===== src/pcts_pkg.sv =====
// Package: shared constants, types and decode function for the temperature stats unit
package pcts_pkg;
  localparam int NumStationsDef = 32;
  localparam int NumBins = 256;
  localparam int BinBits = 8;
  localparam int CountBitsDef = 16;
  localparam int MinW = 11;
  localparam int SumW = 24;
  localparam int CntOutW = 16;
  localparam int ModeW = 8;
  localparam int MaskW = 32;
  localparam logic signed [MinW-1:0] EMPTY_MIN = 11'sd1000;
  localparam logic signed [MinW-1:0] EMPTY_MAX = -11'sd1000;
  localparam logic signed [SumW-1:0] SUM_HI = 24'sh7fffff;
  localparam logic signed [SumW-1:0] SUM_LO = 24'sh800000;
  localparam logic [7:0] SIGN_BIT = 8'h80;
  localparam logic [7:0] MAG_MASK = 8'h7f;
  localparam logic [1:0] REQ_SAMPLE = 2'd0;
  localparam logic [1:0] REQ_CLEAR = 2'd1;
  localparam logic [1:0] REQ_QUERY = 2'd2;

  typedef struct packed {
    logic start;
    logic [1:0] req;
    logic station_ok;
  } pcts_cmd_t;

  typedef struct packed {
    logic done;
  } pcts_sts_t;

  function automatic logic signed [ModeW-1:0] decode_temp(input logic [7:0] code);
    logic signed [ModeW-1:0] mag;
    mag = signed'({1'b0, code[6:0] & MAG_MASK[6:0]});
    return (code & SIGN_BIT) != 8'h00 ? -mag : mag;
  endfunction
endpackage


===== src/pcts_ctrl.sv =====
// Controller: request intake, stall while the histogram is cleared after reset, result register handoff
module pcts_ctrl import pcts_pkg::*; #(
  parameter int NUM_STATIONS = NumStationsDef,
  localparam int SW = (NUM_STATIONS > 1) ? $clog2(NUM_STATIONS) : 1,
  localparam int HW = SW + BinBits
) (
  input  logic clk,
  input  logic rst_n,
  input  logic in_valid,
  output logic in_stall,
  input  logic [1:0] in_req_type,
  input  logic [4:0] in_station_num,
  input  logic [MaskW-1:0] mask,
  input  logic out_stall,
  output logic out_valid,
  output pcts_cmd_t cmd,
  input  pcts_sts_t sts,
  output logic [SW-1:0] dp_station
);
  localparam logic [1:0] S_INIT = 2'd0;
  localparam logic [1:0] S_IDLE = 2'd1;
  localparam logic [1:0] S_BUSY = 2'd2;
  localparam logic [1:0] S_OUT = 2'd3;

  logic [1:0] state_r, state_nxt;
  logic query_r;
  logic [HW:0] clr_r;
  logic in_range, mask_bit, take, ok, ignore;

  assign in_range = 32'(in_station_num) < 32'(NUM_STATIONS);
  assign mask_bit = mask[in_station_num];
  assign dp_station = SW'(in_station_num);
  assign in_stall = (state_r != S_IDLE);
  assign take = in_valid && !in_stall;
  assign ok = in_range && (in_req_type == REQ_QUERY || in_req_type == REQ_CLEAR ||
              mask_bit);
  assign ignore = (in_req_type == 2'd3) || !ok && in_req_type != REQ_QUERY;
  assign cmd.start = take && !ignore;
  assign cmd.req = in_req_type;
  assign cmd.station_ok = in_range;
  assign out_valid = (state_r == S_OUT);

  always_comb begin
    state_nxt = state_r;
    unique case (state_r)
      S_INIT: if (clr_r[HW]) state_nxt = S_IDLE;
      S_IDLE: if (cmd.start) state_nxt = S_BUSY;
      S_BUSY: if (sts.done) state_nxt = query_r ? S_OUT : S_IDLE;
      S_OUT: if (!out_stall) state_nxt = S_IDLE;
      default: state_nxt = S_IDLE;
    endcase
  end

  always_ff @(posedge clk) begin
    if (!rst_n) begin
      state_r <= S_INIT;
      clr_r <= '0;
      query_r <= 1'b0;
    end else begin
      state_r <= state_nxt;
      if (state_r == S_INIT) begin
        clr_r <= clr_r + 1'b1;
      end
      if (cmd.start) begin
        query_r <= (in_req_type == REQ_QUERY);
      end
    end
  end
endmodule


===== config.mk =====
export PLATFORM = sky130hd
export DESIGN_NAME = pcts_ctrl
export DESIGN_NICKNAME = d
export VERILOG_FILES = /design/src/pcts_pkg.sv /design/src/pcts_ctrl.sv
export SDC_FILE = /design/constraint.sdc
export NUM_CORES = 1
export LEC_CHECK = 0
export ABC_AREA = 1
export BUFFER_PORTS_ARGS = -buffer_cell sky130_fd_sc_hd__buf_2
export CAP_MARGIN = 25
export CORE_MARGIN = 2
export CORE_UTILIZATION = 48
export CTS_CLUSTER_DIAMETER = 50
export DETAILED_ROUTE_END_ITERATION = 7
export GPL_TIMING_DRIVEN = 0
export PLACE_DENSITY = 0.79
export SYNTH_ARGS = -nofsm -noshare
export SYNTH_HDL_FRONTEND = slang
export SYNTH_SLANG_ARGS = --single-unit

===== constraint.sdc =====
create_clock -name clk -period 2.4 [get_ports clk]
set_input_delay 0 -clock clk [delete_from_list [all_inputs] [get_ports clk]]
set_output_delay 0 -clock clk [all_outputs]
set_load 0.1 [all_outputs]

==> results.toml <==
[placement]
hpwl_mm = 2.37
io_buffers = 51
placed_cells = 307
routabilityCongestion = 0.829
pre_cts_ws_ps = 424

[cts]
postCtsSetupBuffers = 0
hold_buffers = 1
root_buffer = "clkbuf_4"
cts_made_buffers = 3
h-tree-depth = 1
ctsResizeCount = 0
numClockSinks = 17
cts_tree = "done"
clkTransAtPathRegs_ps = 100
clkLatencyLatePin_ps = 290
clockBufferDepth = 2

[job]
maxCapViolCount = 0

[synthesis]
syn_nets = 276
synth_cells = 225
seq_area_frac_synth = 0.248
syn_area_mm2 = 0.00137
yosysWarnings = 0
ys_ff_latch = 17
postSynthAreaPerCell_um2 = 6.09
yosys.area.top_type = "dfxtp_1"
synth_cell_type_count = 24
netlist.area_leader.share = 0.248
synthTopCellsByArea = "dfxtp_1 (25%), nand2_1 (16%), inv_1 (11%)"

[power_and_ir_drop]
power_density_mw_per_mm2 = 619
ir_worst_vdd_mv = 0.866
leakage_nw = 0.942

[sta]
setup_tns_ps = 0
max_freq_mhz = 494
rsz0062_at_grt = "no"
hold_ws_ps = 136
fin_ws_ps = 377
period_minus_slack_ps = 2020
setup_viol = 0
finalHoldViolations = 0
skew_ps = 7.63
period_share = 0.843
slew_viol_final = 0

[final_layout]
fillers = 263
fin_cells = 312
mostFrequentLayoutCells = "nand2_1 (60), buf_2 (51), inv_1 (41)"
n_antenna_cell = 0
layout.nets = 333
layout-drive-gt1-share = 0.274
areaGrowthSynthToFinish_pct = 24.2
final_core_util = 0.623
mostFrequentLayoutCell = "nand2_1"

[grt]
grt_max_degree = 11
track_usage = 0.184
grt_first_pass_wirelength_mm = 5.04
antenna_found_initial = 0
grt_overflow = 0
grt_pass1_vias = 1345

[detailed_routing]
vias_per_cell = 4.71
wire_per_inst_um = 9.21
antenna_left = 0
firstDrtPassIters = 4
drc = 0
drt_iter0_markers = 66
vias = 1468
drt-total-wl_mm = 2.87

[critical_path]
critPathCaptureType = "register"
worstPathArrival_ps = 2200
cp-start-kind = "register"
worst-setup-path-type = "register to register"
worstPathMaxFanout = 7
crit_required_ps = 2570

[floorplanning]
die_w_um = 57.5
ios = 55
die_h_um = 57.5
die_area_mm2 = 0.00330
core-area_mm2 = 0.00273
start_util = 0.502
rows = 19

[status]
outcome = "complete, no violations"

[worst_hold_path]
hp-class = "input port to register"
==> critical path, cell delays in order (launching register included) <==
cell and delay (ps):
dfxtp_1 360, inv_1 110, ha_1 300, nand2_1 80
inv_1 90, nand3_2 80, inv_1 90, nand3_2 100
nor3_1 160, nand3_1 100, nor2_1 150, and3_1 210
a31oi_1 80
==> path summary, 6_finish.rpt <==
kind | startpoint | end | cells after the start | slack (ps)
setup / recovery | state_r[0]$_SDFFE_PN0P_ | clr_r[13]$_SDFFE_PN0N_ | 12 | 380
hold / removal | out_stall | state_r[0]$_SDFFE_PN0P_ | 5 | 140
setup reg to reg | state_r[0]$_SDFFE_PN0P_ | clr_r[13]$_SDFFE_PN0N_ | 12 | 380
hold reg to reg | clr_r[13]$_SDFFE_PN0N_ | clr_r[13]$_SDFFE_PN0N_ | 1 | 480
==> metal layers <==
metal	up-vias	wire length (µm)	global-route usage
met2	42	1290	0.320
met1	622	1390	0.234
met4	0	23	0.0532
met5	-	0	0
li1	802	-	-
met3	2	165	0.0272
==> cell usage after synthesis, drive strengths merged <==
cell type,n
nand2,64
inv,42
nand3,26
nor2,20
dfxtp,17
buf,13
a21oi,10
o21ai,10
ha,7
nor3,6
and3,2
nand4,2
a21boi,1
a221oi,1
a31oi,1
conb,1
nor4,1
xor2,1
==> final cells by class <==
type                    count  area [µm²]  area share
multi-input cells         153         759       0.446
flip-flops and latches     17         340       0.200
repair buffers             52         265       0.156
inverters                  42         163      0.0955
plain buffers              13         109      0.0639
well taps                  31        38.8      0.0228
clock buffers               3        22.5      0.0132
clock inverters             1        5.00     0.00294
==> per-stage QoR <==
step           instance area (µm²)  power [mW]
6_report                      1700        1.05
5_1_grt                       1700        1.14
4_1_cts                       1700        1.06
3_5_place_dp                  1670       0.907
3_3_place_gp                  1670       0.898
2_1_floorplan                 1370       0.797
==> flip-flops by register name, summed over array words and instances (netlist names) <==
register	cells
state_r	2
query_r	1
clr_r	14
==> cell families after synthesis <==
kind of cell               after synthesis  synth area share
other                                    1           0.00273
xor gates and xnor gates                 1           0.00639
AOI/OAI and AO/OA                       23            0.0894
adders and majority gates                7            0.0639
buffers and inverters                   55             0.198
DFF                                     17             0.248
and+or+nand+nor                        121             0.391
==> power breakdown <==
group          leakage (nW)  switching, mW  internal (mW)  total [mW]
combinational         0.787          0.374          0.174       0.548
clock                0.0177         0.0916         0.0618       0.153
sequential            0.138         0.0323          0.321       0.353
(Power assumes the default switching activity.)
